--- config.mk ---
export PLATFORM = sky130hd
export DESIGN_NAME = template_to_code_rewriter_flat
export DESIGN_NICKNAME = d
export VERILOG_FILES = /design/src/design/tcr_pkg.sv /design/src/design/tcr_if.sv /design/src/design/tcr_front.sv /design/src/design/tcr_queue.sv /design/src/design/tcr_back.sv /design/src/design/template_to_code_rewriter.sv /design/src/flat_wrapper.sv
export SDC_FILE = /design/constraint.sdc
export NUM_CORES = 1
export LEC_CHECK = 0
export BUFFER_PORTS_ARGS = -buffer_cell sky130_fd_sc_hd__buf_2
export CORE_MARGIN = 2
export CORE_UTILIZATION = 50
export CTS_CLUSTER_DIAMETER = 200
export DETAILED_ROUTE_END_ITERATION = 16
export PLACE_DENSITY = 0.68
export SLEW_MARGIN = 20
export SYNTH_ARGS = -nofsm -noshare
export SYNTH_HDL_FRONTEND = slang
export SYNTH_HIERARCHICAL = 1
export SYNTH_SLANG_ARGS = --single-unit
--- constraint.sdc ---
create_clock -name clk -period 10.3 [get_ports clk]
set_input_delay 2.06 -clock clk [delete_from_list [all_inputs] [get_ports clk]]
set_output_delay 2.06 -clock clk [all_outputs]
set_load 0.02 [all_outputs]
--- src/design/tcr_pkg.sv ---
package tcr_pkg;

    // Output segments, emitted in index order by the back end
    localparam int NSEG  = 13;
    localparam int SEG_W = 4;
    localparam int OFF_W = 5;

    localparam logic [SEG_W-1:0] SEG_HDR     = 4'd0;
    localparam logic [SEG_W-1:0] SEG_LOPEN1  = 4'd1;
    localparam logic [SEG_W-1:0] SEG_PRE     = 4'd2;
    localparam logic [SEG_W-1:0] SEG_LCLOSE1 = 4'd3;
    localparam logic [SEG_W-1:0] SEG_EOPEN   = 4'd4;
    localparam logic [SEG_W-1:0] SEG_PAREN1  = 4'd5;
    localparam logic [SEG_W-1:0] SEG_LOPEN2  = 4'd6;
    localparam logic [SEG_W-1:0] SEG_CHAR    = 4'd7;
    localparam logic [SEG_W-1:0] SEG_FLUSH1  = 4'd8;
    localparam logic [SEG_W-1:0] SEG_FLUSH2  = 4'd9;
    localparam logic [SEG_W-1:0] SEG_LCLOSE2 = 4'd10;
    localparam logic [SEG_W-1:0] SEG_PAREN2  = 4'd11;
    localparam logic [SEG_W-1:0] SEG_NL      = 4'd12;

    localparam logic [7:0] CH_LT   = 8'h3C;
    localparam logic [7:0] CH_QM   = 8'h3F;
    localparam logic [7:0] CH_EQ   = 8'h3D;
    localparam logic [7:0] CH_BANG = 8'h21;
    localparam logic [7:0] CH_GT   = 8'h3E;
    localparam logic [7:0] CH_BSL  = 8'h5C;
    localparam logic [7:0] CH_DQ   = 8'h22;
    localparam logic [7:0] CH_NL   = 8'h0A;
    localparam logic [7:0] CH_RPAR = 8'h29;

    localparam int HDR_LEN    = 32;
    localparam int LOPEN_LEN  = 10;
    localparam int LCLOSE_LEN = 2;
    localparam int EOPEN_LEN  = 9;

    localparam logic [8*HDR_LEN-1:0] HDR_TEXT =
        {";; ", 8'h45, 8'h53, 8'h43, 8'h4D, " translated part follows", CH_NL};
    localparam logic [8*LOPEN_LEN-1:0]  LOPEN_TEXT  = {"(display ", CH_DQ};
    localparam logic [8*LCLOSE_LEN-1:0] LCLOSE_TEXT = {CH_DQ, CH_RPAR};
    localparam logic [8*EOPEN_LEN-1:0]  EOPEN_TEXT  = "(display ";

    typedef struct packed {
        logic [NSEG-1:0] mask;
        logic [7:0]      ch;
        logic [7:0]      pre;
        logic [7:0]      flush;
    } cmd_t;

    typedef struct packed {
        logic not_empty;
        logic full;
    } qstat_t;

    function automatic logic [OFF_W:0] seg_len(input logic [SEG_W-1:0] seg);
        logic [OFF_W:0] len;
        unique case (seg)
            SEG_HDR:                  len = (OFF_W+1)'(HDR_LEN);
            SEG_LOPEN1, SEG_LOPEN2:   len = (OFF_W+1)'(LOPEN_LEN);
            SEG_LCLOSE1, SEG_LCLOSE2: len = (OFF_W+1)'(LCLOSE_LEN);
            SEG_EOPEN:                len = (OFF_W+1)'(EOPEN_LEN);
            default:                  len = (OFF_W+1)'(1);
        endcase
        return len;
    endfunction

    function automatic logic [7:0] seg_byte(input logic [SEG_W-1:0] seg,
                                            input logic [OFF_W-1:0] off,
                                            input cmd_t cmd);
        logic [7:0] b;
        unique case (seg)
            SEG_HDR:                  b = HDR_TEXT[8*(HDR_LEN-1-int'(off)) +: 8];
            SEG_LOPEN1, SEG_LOPEN2:   b = LOPEN_TEXT[8*(LOPEN_LEN-1-int'(off)) +: 8];
            SEG_LCLOSE1, SEG_LCLOSE2: b = LCLOSE_TEXT[8*(LCLOSE_LEN-1-int'(off)) +: 8];
            SEG_EOPEN:                b = EOPEN_TEXT[8*(EOPEN_LEN-1-int'(off)) +: 8];
            SEG_PRE:                  b = cmd.pre;
            SEG_CHAR:                 b = cmd.ch;
            SEG_FLUSH1:               b = cmd.flush;
            SEG_FLUSH2:               b = CH_QM;
            SEG_PAREN1, SEG_PAREN2:   b = CH_RPAR;
            SEG_NL:                   b = CH_NL;
            default:                  b = CH_NL;
        endcase
        return b;
    endfunction

endpackage

--- src/design/tcr_if.sv ---
interface tcr_in_if;
    logic       valid;
    logic       ready;
    logic [7:0] in_byte;
    logic       end_of_doc;

    modport source (output valid, output in_byte, output end_of_doc, input ready);
    modport sink (input valid, input in_byte, input end_of_doc, output ready);
endinterface

interface tcr_out_if;
    logic       valid;
    logic       ready;
    logic [7:0] out_byte;
    logic       run_last;

    modport source (output valid, output out_byte, output run_last, input ready);
    modport sink (input valid, input out_byte, input run_last, output ready);
endinterface

--- src/design/tcr_front.sv ---
module tcr_front (
    input  logic           clk,
    input  logic           rst_n,
    tcr_in_if.sink         doc,
    input  tcr_pkg::qstat_t q_stat,
    output tcr_pkg::cmd_t  cmd,
    output logic           push
);
    import tcr_pkg::*;

    typedef enum logic [2:0] {
        M_LIT,
        M_LIT_LT,
        M_LIT_LTQ,
        M_CODE,
        M_CODE_BG,
        M_EXPR,
        M_EXPR_BG
    } mode_t;

    mode_t mode_reg, mode_next, mode_mid;
    logic  hdr_reg, hdr_next;
    logic  accept;
    logic [7:0] c;

    assign doc.ready = !q_stat.full;
    assign accept    = doc.valid && !q_stat.full;
    assign c         = doc.in_byte;
    assign push      = accept && (cmd.mask != '0);

    always_comb
    begin
        cmd       = '0;
        cmd.ch    = c;
        mode_mid  = mode_reg;
        mode_next = mode_reg;
        hdr_next  = 1'b1;

        if (!hdr_reg)
        begin
            cmd.mask[SEG_HDR]    = 1'b1;
            cmd.mask[SEG_LOPEN1] = 1'b1;
        end

        unique case (mode_reg)
            M_LIT_LT:
            begin
                if (c == CH_QM)
                    mode_mid = M_LIT_LTQ;
                else
                begin
                    cmd.pre            = CH_LT;
                    cmd.mask[SEG_PRE]  = 1'b1;
                    cmd.mask[SEG_CHAR] = 1'b1;
                    mode_mid           = M_LIT;
                end
            end
            M_LIT_LTQ:
            begin
                cmd.mask[SEG_LCLOSE1] = 1'b1;
                if (c == CH_EQ)
                begin
                    cmd.mask[SEG_EOPEN] = 1'b1;
                    mode_mid            = M_EXPR;
                end
                else
                    mode_mid = M_CODE;
            end
            M_CODE, M_EXPR:
            begin
                if (c == CH_BANG)
                    mode_mid = (mode_reg == M_CODE) ? M_CODE_BG : M_EXPR_BG;
                else
                    cmd.mask[SEG_CHAR] = 1'b1;
            end
            M_CODE_BG, M_EXPR_BG:
            begin
                if (c == CH_GT)
                begin
                    cmd.pre              = CH_NL;
                    cmd.mask[SEG_PRE]    = 1'b1;
                    cmd.mask[SEG_PAREN1] = (mode_reg == M_EXPR_BG);
                    cmd.mask[SEG_LOPEN2] = 1'b1;
                    mode_mid             = M_LIT;
                end
                else
                begin
                    cmd.pre            = CH_BANG;
                    cmd.mask[SEG_PRE]  = 1'b1;
                    cmd.mask[SEG_CHAR] = 1'b1;
                    mode_mid           = (mode_reg == M_CODE_BG) ? M_CODE : M_EXPR;
                end
            end
            default:
            begin
                if (c == CH_LT)
                    mode_mid = M_LIT_LT;
                else
                begin
                    if (c == CH_DQ || c == CH_BSL)
                    begin
                        cmd.pre           = CH_BSL;
                        cmd.mask[SEG_PRE] = 1'b1;
                    end
                    cmd.mask[SEG_CHAR] = 1'b1;
                    mode_mid           = M_LIT;
                end
            end
        endcase

        mode_next = mode_mid;

        if (doc.end_of_doc)
        begin
            // flush a pending marker prefix, then close the open part
            unique case (mode_mid)
                M_LIT_LT:
                begin
                    cmd.flush            = CH_LT;
                    cmd.mask[SEG_FLUSH1] = 1'b1;
                    cmd.mask[SEG_LCLOSE2] = 1'b1;
                end
                M_LIT_LTQ:
                begin
                    cmd.flush             = CH_LT;
                    cmd.mask[SEG_FLUSH1]  = 1'b1;
                    cmd.mask[SEG_FLUSH2]  = 1'b1;
                    cmd.mask[SEG_LCLOSE2] = 1'b1;
                end
                M_CODE_BG:
                begin
                    cmd.flush            = CH_BANG;
                    cmd.mask[SEG_FLUSH1] = 1'b1;
                end
                M_EXPR_BG:
                begin
                    cmd.flush            = CH_BANG;
                    cmd.mask[SEG_FLUSH1] = 1'b1;
                    cmd.mask[SEG_PAREN2] = 1'b1;
                end
                M_EXPR:
                    cmd.mask[SEG_PAREN2] = 1'b1;
                M_CODE:
                    cmd.mask[SEG_NL] = 1'b1;
                default:
                    cmd.mask[SEG_LCLOSE2] = 1'b1;
            endcase
            cmd.mask[SEG_NL] = 1'b1;
            mode_next        = M_LIT;
            hdr_next         = 1'b0;
        end
    end

    always_ff @(posedge clk or negedge rst_n)
    begin
        if (!rst_n)
        begin
            mode_reg <= M_LIT;
            hdr_reg  <= 1'b0;
        end
        else if (accept)
        begin
            mode_reg <= mode_next;
            hdr_reg  <= hdr_next;
        end
    end

endmodule

--- src/design/tcr_queue.sv ---
module tcr_queue #(
    parameter int DEPTH = 4
) (
    input  logic            clk,
    input  logic            rst_n,
    input  logic            push,
    input  tcr_pkg::cmd_t   wr_data,
    input  logic            pop,
    output tcr_pkg::cmd_t   rd_data,
    output tcr_pkg::qstat_t stat
);
    import tcr_pkg::*;

    localparam int PTR_W = $clog2(DEPTH);
    localparam int CNT_W = $clog2(DEPTH + 1);

    cmd_t             mem [DEPTH];
    logic [PTR_W-1:0] wr_ptr_reg, rd_ptr_reg;
    logic [CNT_W-1:0] count_reg;

    assign stat.full      = (count_reg == CNT_W'(DEPTH));
    assign stat.not_empty = (count_reg != '0);
    assign rd_data        = mem[rd_ptr_reg];

    always_ff @(posedge clk)
    begin
        if (push)
            mem[wr_ptr_reg] <= wr_data;
    end

    always_ff @(posedge clk or negedge rst_n)
    begin
        if (!rst_n)
        begin
            wr_ptr_reg <= '0;
            rd_ptr_reg <= '0;
            count_reg  <= '0;
        end
        else
        begin
            if (push)
                wr_ptr_reg <= (wr_ptr_reg == PTR_W'(DEPTH - 1)) ? '0 : wr_ptr_reg + 1'b1;
            if (pop)
                rd_ptr_reg <= (rd_ptr_reg == PTR_W'(DEPTH - 1)) ? '0 : rd_ptr_reg + 1'b1;
            if (push && !pop)
                count_reg <= count_reg + 1'b1;
            else if (pop && !push)
                count_reg <= count_reg - 1'b1;
        end
    end

endmodule

--- src/design/tcr_back.sv ---
module tcr_back (
    input  logic            clk,
    input  logic            rst_n,
    input  tcr_pkg::cmd_t   q_data,
    input  tcr_pkg::qstat_t q_stat,
    output logic            pop,
    tcr_out_if.source       code
);
    import tcr_pkg::*;

    cmd_t             cur_reg;
    logic             cur_valid_reg;
    logic [OFF_W-1:0] off_reg;
    logic             out_valid_reg;
    logic [7:0]       out_byte_reg;
    logic             out_last_reg;

    logic [SEG_W-1:0] seg;
    logic [NSEG-1:0]  mask_after;
    logic             adv, seg_done, fin;

    assign code.valid    = out_valid_reg;
    assign code.out_byte = out_byte_reg;
    assign code.run_last = out_last_reg;

    // lowest pending segment goes first
    always_comb
    begin
        seg = '0;
        for (int i = NSEG - 1; i >= 0; i--)
        begin
            if (cur_reg.mask[i])
                seg = SEG_W'(i);
        end
    end

    assign adv        = cur_valid_reg && (!out_valid_reg || code.ready);
    assign seg_done   = ((OFF_W+1)'(off_reg) + 1'b1) == seg_len(seg);
    assign mask_after = cur_reg.mask & ~(NSEG'(1) << seg);
    assign fin        = adv && seg_done && (mask_after == '0);
    assign pop        = (!cur_valid_reg || fin) && q_stat.not_empty;

    always_ff @(posedge clk)
    begin
        if (pop)
        begin
            cur_reg <= q_data;
            off_reg <= '0;
        end
        else if (adv)
        begin
            if (seg_done)
            begin
                cur_reg.mask <= mask_after;
                off_reg      <= '0;
            end
            else
                off_reg <= off_reg + 1'b1;
        end
        if (adv)
        begin
            out_byte_reg <= seg_byte(seg, off_reg, cur_reg);
            out_last_reg <= seg_done && (mask_after == '0);
        end
    end

    always_ff @(posedge clk or negedge rst_n)
    begin
        if (!rst_n)
        begin
            cur_valid_reg <= 1'b0;
            out_valid_reg <= 1'b0;
        end
        else
        begin
            if (pop)
                cur_valid_reg <= 1'b1;
            else if (fin)
                cur_valid_reg <= 1'b0;
            if (adv)
                out_valid_reg <= 1'b1;
            else if (code.ready)
                out_valid_reg <= 1'b0;
        end
    end

endmodule

--- src/design/template_to_code_rewriter.sv ---
// A request's first output byte passes through the command queue, the current-command
// register and the output register. Throughput: one output byte per cycle while the sink
// is ready; a request makes 0 to 47 bytes, all sent through the single output byte port.
// Input requests enter every cycle while the command queue (QUEUE_DEPTH entries) has room.
// Reset (rst_n low, asynchronous) returns to literal mode with the header pending and
// empties the queue and the output register.
module template_to_code_rewriter #(
    parameter int QUEUE_DEPTH = 4
) (
    input  logic      clk,
    input  logic      rst_n,
    tcr_in_if.sink    doc,
    tcr_out_if.source code
);
    import tcr_pkg::*;

    cmd_t   f_cmd, q_cmd;
    qstat_t q_stat;
    logic   q_push, q_pop;

    tcr_front u_front (
        .clk    (clk),
        .rst_n  (rst_n),
        .doc    (doc),
        .q_stat (q_stat),
        .cmd    (f_cmd),
        .push   (q_push)
    );

    tcr_queue #(
        .DEPTH (QUEUE_DEPTH)
    ) u_queue (
        .clk     (clk),
        .rst_n   (rst_n),
        .push    (q_push),
        .wr_data (f_cmd),
        .pop     (q_pop),
        .rd_data (q_cmd),
        .stat    (q_stat)
    );

    tcr_back u_back (
        .clk    (clk),
        .rst_n  (rst_n),
        .q_data (q_cmd),
        .q_stat (q_stat),
        .pop    (q_pop),
        .code   (code)
    );

    a_pop_nonempty: assert property (@(posedge clk) disable iff (!rst_n)
        q_pop |-> q_stat.not_empty)
        else $error("back end popped an empty queue");

    a_push_has_bytes: assert property (@(posedge clk) disable iff (!rst_n)
        q_push |-> (f_cmd.mask != '0))
        else $error("front end queued a command with no output");

    a_push_lands: assert property (@(posedge clk) disable iff (!rst_n)
        (q_push && !q_pop) |=> q_stat.not_empty)
        else $error("queued command lost");

    a_full_stalls: assert property (@(posedge clk) disable iff (!rst_n)
        q_stat.full |-> !q_push)
        else $error("push into a full queue");

endmodule

--- src/flat_wrapper.sv ---
// flat-port wrapper written by rule: the top's interface ports become plain ports
module template_to_code_rewriter_flat import tcr_pkg::*;
#(
    parameter int QUEUE_DEPTH = 4
)
  (clk, rst_n, doc_valid, doc_in_byte, doc_end_of_doc, doc_ready, code_valid, code_out_byte, code_run_last, code_ready);
  tcr_in_if doc_i ();
  tcr_out_if code_i ();
  input  logic clk;
  input  logic rst_n;
  input wire logic [$bits(doc_i.valid)-1:0] doc_valid;
  input wire logic [$bits(doc_i.in_byte)-1:0] doc_in_byte;
  input wire logic [$bits(doc_i.end_of_doc)-1:0] doc_end_of_doc;
  output wire logic [$bits(doc_i.ready)-1:0] doc_ready;
  output wire logic [$bits(code_i.valid)-1:0] code_valid;
  output wire logic [$bits(code_i.out_byte)-1:0] code_out_byte;
  output wire logic [$bits(code_i.run_last)-1:0] code_run_last;
  input wire logic [$bits(code_i.ready)-1:0] code_ready;
  assign doc_i.valid = doc_valid;
  assign doc_i.in_byte = doc_in_byte;
  assign doc_i.end_of_doc = doc_end_of_doc;
  assign doc_ready = doc_i.ready;
  assign code_valid = code_i.valid;
  assign code_out_byte = code_i.out_byte;
  assign code_run_last = code_i.run_last;
  assign code_i.ready = code_ready;
  template_to_code_rewriter #(.QUEUE_DEPTH(QUEUE_DEPTH)) u_core (.clk(clk), .rst_n(rst_n), .doc(doc_i), .code(code_i));
endmodule
==> Word-level counts from Yosys, hierarchy flattened <==
Memory sizes are Yosys's and may differ from the RTL's.
Index checks and enable logic that the tools add are counted.
{ "totals": {"regBits": 64, "ram_bits": 136, "in_bits": 13, "output_inout_bits": 11, "word_cells": 168, "n_memories": 1} }
{ "memory_table": {"columns": ["name", "depth", "width", "read_ports", "rd_ports_with_merged_regs", "wr", "line_no", "source"], "rows": [
  ["u_core.u_queue.mem", 4, 34, 1, 0, 1, "tcr_queue.sv:17", "cmd_t mem [DEPTH];"]
]} }
{ "op_classes": {"n_addsub": 10, "n_eq_ne": 34, "n_shift": 5, "n_mux": 64, "bitwise": 2, "reduce_logical": 38} }
{ "op_table": {"columns": ["op", "count"], "rows": [
  ["indexed part select 256 x 9 -> 8 bit, first input constant", 1],
  ["indexed part select 80 x 9 -> 8 bit, first input constant", 1],
  ["one-hot mux 8 bit (9 select lines)", 1],
  ["indexed part select 72 x 9 -> 8 bit, first input constant", 1],
  ["2-to-1 mux 4 bit", 13],
  ["equality test 8 x 6 -> 1 bit, second input constant", 6],
  ["2-to-1 mux 13 bit", 3],
  ["one-hot mux 6 bit (4 select lines)", 1],
  ["equality test 3 bit, second input constant", 7],
  ["2-to-1 mux 3 bit", 7],
  ["one-hot mux 7 bit (3 select lines)", 1],
  ["2-to-1 mux 1 bit", 19],
  ["2-to-1 mux 6 bit", 3],
  ["equality test 4 x 3 -> 1 bit, second input constant", 4],
  ["equality test 4 bit, second input constant", 4],
  ["2-to-1 mux 2 bit", 8],
  ["OR reduction 2 bit", 8],
  ["indexed part select 16 x 9 -> 8 bit, first input constant", 1],
  ["2-to-1 mux 7 bit", 2],
  ["AND 13 bit", 1],
  ["zero test 13 bit", 1],
  ["inverter 13 bit", 1],
  ["nonzero test 13 bit", 1],
  ["<< shifter 1 x 4 -> 13 bit, first input constant", 1],
  ["other kinds (29)", 57]
]} }

==> Logic depth before layout (Yosys ltp) <==
{ "depth": {"depth_word": 24, "ltp_mapped": 19, "depth_no_buf": 16} }

==> Modules after synthesis <==
Netlist, hierarchy kept.
{ "modules_own_cells": {"columns": ["module", "instances", "cells_per_inst", "area_per_inst_um2", "seq_area_each_um2"], "rows": [
  ["tcr_queue", 1, 230, 5746.8, 4619.4],
  ["tcr_back", 1, 372, 3587.2, 1531.5],
  ["tcr_front", 1, 112, 817.0, 100.1]
]} }

==> Worst setup path before layout <==
OpenSTA, ideal clock, no wires.
{ "synth_path": {"path_kind": "input to register", "startpoint": "in doc_in_byte[1]", "endpoint": "mem u_core/u_queue/mem[0][0] (netlist name), enable pin", "setup_time_ps": 398, "arrival_ps": 4126, "t_required_ps": 9902, "slack_ps": 5776, "cell_stages": 6, "path_buffers": 1, "cell_sequence": "buf_6 and4bb_1 and4b_4 nor4_1 a31oi_1 and2_1"} }
{ "synth_between": {"elab_chain_cells": 11, "word_cells_on_any_way": 44, "cone_classes": "eq/ne: 13; mux: 25; reduce/logical: 6"} }
{ "synth_rtl": {"columns": ["element", "line_no", "source"], "rows": [
  ["start: declaration", "flat_wrapper.sv:12", "input wire logic [$bits(doc_i.in_byte)-1:0] doc_in_byte;"],
  ["equality test 8 x 6 -> 1 bit, on equally long branches", null, null],
  ["2-to-1 mux 1 bit, or another cell as far along", "tcr_front.sv:96", "if (c == CH_LT)"],
  ["one-hot mux 3 bit (4 select lines)", "tcr_front.sv:45", "unique case (mode_reg)"],
  ["equality test 3 bit, or another cell as far along", "tcr_front.sv:116", "unique case (mode_mid)"],
  ["OR reduction 4 bit (no source line) or OR reduction 2 bit (tied branches)", null, null],
  ["2-to-1 mux 1 bit", "tcr_front.sv:116", null],
  ["2-to-1 mux 5 bit", "tcr_front.sv:113", "if (doc.end_of_doc)"],
  ["nonzero test 13 bit (*)", "tcr_front.sv:29", "assign push = accept && (cmd.mask != '0);"],
  ["logical AND 1 bit (*)", "tcr_front.sv:29", null],
  ["named net u_core.q_push", "template_to_code_rewriter.sv:19", "logic q_push, q_pop;"],
  ["2-to-1 mux 1 bit (*)", "tcr_queue.sv:27", "if (push)"],
  ["2-to-1 mux 1 bit (implied by the code) (*)", "tcr_queue.sv:28", "mem[wr_ptr_reg] <= wr_data;"],
  ["end: declaration", "tcr_queue.sv:17", null]
]} }
The timed path passes the listed nets; every way through them passes the cells marked *.

==> Final worst setup path <==
{ "layout_path": {"startpoint": "reg u_core/u_back/cur_reg[28] (netlist name)", "endpoint": "reg u_core.u_queue.count_reg[1]"} }
{ "layout_between": {"elab_chain_cells": 16, "word_cells_on_any_way": 28, "cone_classes": "eq/ne: 6; shift: 1; mux: 7; bitwise: 2; reduce/logical: 12"} }
{ "layout_rtl": {"columns": ["element", "line_no", "source"], "rows": [
  ["start: declaration", "tcr_back.sv:11", "cmd_t cur_reg;"],
  ["start signal: assignment", "tcr_back.sv:47", "cur_reg <= q_data;"],
  ["2-to-1 mux 4 bit (5 in series)", "tcr_back.sv:32", "if (cur_reg.mask[i])"],
  ["equality test 4 x 2 -> 1 bit, or another cell as far along", "tcr_pkg.sv:57", "unique case (seg)"],
  ["OR reduction 2 bit", "tcr_pkg.sv:57", null],
  ["one-hot mux 6 bit (4 select lines)", "tcr_pkg.sv:57", null],
  ["equality test 6 bit", "tcr_back.sv:38", "assign seg_done = ((OFF_W+1)'(off_reg) + 1'b1) == seg_len(seg);"],
  ["logical AND 1 bit", "tcr_back.sv:40", "assign fin = adv && seg_done && (mask_after == '0);"],
  ["logical AND 1 bit (*)", "tcr_back.sv:40", null],
  ["logical OR 1 bit (*)", "tcr_back.sv:41", "assign pop = (!cur_valid_reg || fin) && q_stat.not_empty;"],
  ["logical AND 1 bit (*)", "tcr_back.sv:41", null],
  ["named net u_core.q_pop", "template_to_code_rewriter.sv:19", null],
  ["zero test 1 bit", "tcr_queue.sv:45", "if (push && !pop)"],
  ["logical AND 1 bit", "tcr_queue.sv:45", null],
  ["2-to-1 mux 3 bit or nonzero test 2 bit (tied branches)", null, null],
  ["end signal: assignment", "tcr_queue.sv:46", "count_reg <= count_reg + 1'b1;"],
  ["end signal: assignment", "tcr_queue.sv:48", "count_reg <= count_reg - 1'b1;"],
  ["end: declaration", "tcr_queue.sv:19", "logic [CNT_W-1:0] count_reg;"]
]} }
Marks and branches as above.
A chain may end at the register's enable or synchronous reset.

==> flow_summary_export.csv <==
group,metric,value,unit
global_route,antenna_found_initial,0,
synthesis,synth_edf_count,194,
cells_and_area,layoutNonFillerInstCount,997,
timing,min_period,4.545,ns
placed_design,dpl.hpwl,13320,um
global_route,grt_use_total,0.1952,
power,p_switching,0.7290,mW
critical_path,worstSetupEndpointType,"flop",
synthesis,synthCells,714,
drt,routedWlPerCell,20.46,um
timing,tns,0,ns
critical_path,criticalPathCategory,"flop to flop",
cts,post_cts_resized,0,
synthesis,synthArstFlopShare,0.06132,
drt,vias,5898,
placed_design,post_dp_cell_area,0.01028,mm2
global_route,grt_max_degree,41,
timing,slew_violations,0,
timing,rsz0062_at_grt,"no",
cts,max-clock-path-buffers,3,
critical_path,cp_max_fo,38,
cells_and_area,seq_area,0.006252,mm2
global_route,grt_overflow,0,
power,pwr-share-clk,0.311,
cells_and_area,nets,742,
cts,clk_pin_slew,0.06,ns
placed_design,placed_cells,955,
power,p_sw_frac,0.2954,
critical_path,reg2reg_slack,5.75,ns
hold_path,min_path_type,"flop to flop",
floorplanning,core_area,0.02010,mm2
timing,fmax,220.0,MHz
critical_path,required,10.71,ns
global_route,grt_pass1_wl,32960,um
synthesis,synthesis.area,0.01015,mm2
cts,cts_setup_buffers,0,
synthesis,synth_ff_type,"edfxtp_1",
timing,worst_slack,5.755,ns
cts,cts_tree,"done",
drt,viasPerCell,5.916,
drt,drt_pass1_iterations,5,
cts,clock_sinks,212,
power,power_frac_comb,0.213,
cells_and_area,largest_reg_flops,148,
drt,drtIter0Drc,538,
synthesis,synth-seq-cells,212,
power,ir_worst_vdd,0.1440,mV
power,power_density,224.6,mW/mm2
cells_and_area,multi_input_area,0.003408,mm2
cts,htree_levels,1,
global_route,first_global_vias,5944,
job,cap_violations,0,
floorplanning,ioPinCount,24,
floorplanning,initial_core_util,0.5049,
cts,cts_root_buf,"clkbuf_16",
cts,cts_buffers,23,
cts,clk_latency,0.53,ns
timing,fin_crit_sh,0.4413,
floorplanning,fp.dieW,146.5,um
power,pwr-share-seq,0.477,
cts,cts_hold_buf,0,
synthesis,seq_area_frac_synth,0.6158,
floorplanning,floorplan.rows,52,
timing,tightest_slew,1.040,ns
drt,drc,0,
cells_and_area,num-fill-cells,1593,
placed_design,place_ws,5.270,ns
cells_and_area,antennaDiodeCount,0,
cells_and_area,syn_to_final_growth,8.246,%
timing,finalHoldViolCount,0,
timing,final-setup-viol-count,0,
critical_path,critPathArrivalTime,4.95,ns
synthesis,synth.avg_cell_area,14.22,um2
cells_and_area,drive_above_1_share,0.1788,
cells_and_area,final_cell_area,0.01099,mm2
floorplanning,die_h,146.5,um
synthesis,ys_warn_count,6,
drt,ant_nets,0,
drt,routed_wl,20390,um
timing,hold_ws,0.4913,ns
timing,finClkSkew,0.02320,ns
cells_and_area,post-route-util,0.5466,
synthesis,yosysUniqueCellTypes,83,
power,p_int,1.739,mW
power,power,2.468,mW
outcome,status,"finished clean",
placed_design,gp_congestion,0.9220,
power,p_leak,3.706,nW
placed_design,io_buffers,23,
critical_path,critPathLaunchType,"flop",
floorplanning,die_area,0.02146,mm2
timing,max_slew_margin,0.3068,
final timing paths:
check | from | end | cells after the start
hold reg to reg | u_core/u_front/hdr_reg | u_core/u_front/hdr_reg | 1
min in group asynchronous | rst_n | u_core/u_front/mode_reg[1] | 1
max in group asynchronous | rst_n | u_core/u_queue/rd_ptr_reg[0] | 1
setup reg to reg | u_core/u_back/cur_reg[28] | u_core/u_queue/count_reg[1] | 13
setup / recovery | u_core/u_back/cur_reg[28] | u_core/u_queue/count_reg[1] | 13
hold / removal | u_core/u_front/hdr_reg | u_core/u_front/hdr_reg | 1
worst max-delay path, stage by stage, from the launching register on:
cell and delay, ns:
edfxtp_1 0.58, nor2_1 0.22, o31ai_1 0.15, nor2_1 0.79, a21oi_1 0.17, nor4b_2 0.36, o211ai_2 0.25, o31a_1 0.52
inv_6 0.35, inv_1 0.08, ha_1 0.21, inv_1 0.07, fa_1 0.40, mux2_2 0.27
power groups by stage:
stage,sequential (mW),clock (mW),combinational (mW)
after floorplan,1.17,0,0.402
after global placement,1.18,0,0.506
after detailed placement,1.19,0,0.524
after CTS,1.18,0.782,0.525
after global routing,1.19,0.816,0.583
final,1.18,0.766,0.525
placed cells by master (no fill, tap or decap), types with 8 or more instances in the layout:
master / netlist / layout
a21oi_1: 24 / 24
a31oi_1: 11 / 11
buf_2: 11 / 23
clkbuf_16: 0 / 23
clkinv_1: 0 / 9
dfrtp_1: 13 / 12
edfxtp_1: 194 / 194
ha_1: 18 / 18
inv_1: 30 / 30
mux4_2: 38 / 38
nand2_1: 43 / 43
nand2b_1: 11 / 11
nand3_1: 17 / 17
nor2_1: 51 / 51
nor3_1: 15 / 15
o211ai_1: 10 / 10
o21ai_0: 28 / 28
xnor2_1: 8 / 8
cells in the mapped netlist, types with 11 or more instances:
cell type	instances	share of area
buf_2	11	0.0054
nor2_1	51	0.019
nand2b_1	11	0.0068
inv_1	30	0.011
dfrtp_1	13	0.032
a21oi_1	24	0.012
nor3_1	15	0.0074
o21ai_0	28	0.014
clkbuf_1	20	0.0074
edfxtp_1	194	0.57
nand2_1	43	0.016
nand3_1	17	0.0084
ha_1	18	0.022
a31oi_1	11	0.0068
mux4_2	38	0.084
buf_4	21	0.016
kinds of logic (layout without fill, tap and decap cells):
kind of cell	Yosys count	in the layout	share of synthesized area
xor+xnor	13	13	0.01122
other cells	1	4	0.0003694
compound gates	143	143	0.1065
mux	46	46	0.09405
fa+ha+maj	19	19	0.02416
buf+inv	93	103	0.05004
flops	212	212	0.6158
simple gates	187	187	0.09787
routing by layer:
metal / up-vias / wire length (um) / GRT usage
li1: 2748 / - / -
met1: 2951 / 9201 / 0.2799
met2: 171 / 9880 / 0.3222
met3: 28 / 987 / 0.02656
met4: 0 / 325 / 0.04466
met5: - / 0 / 0
layout make-up:
| class | instances | share of cell area |
|---|---|---|
| clock buffers | 26 | 0.05340 |
| clock inverters | 16 | 0.01105 |
| inverters | 33 | 0.01173 |
| multi-input cells | 412 | 0.3102 |
| flip-flops and latches | 212 | 0.5690 |
| well taps | 270 | 0.03074 |
| repair buffers | 28 | 0.01389 |
Note: power is estimated with default switching activity, not from simulation.
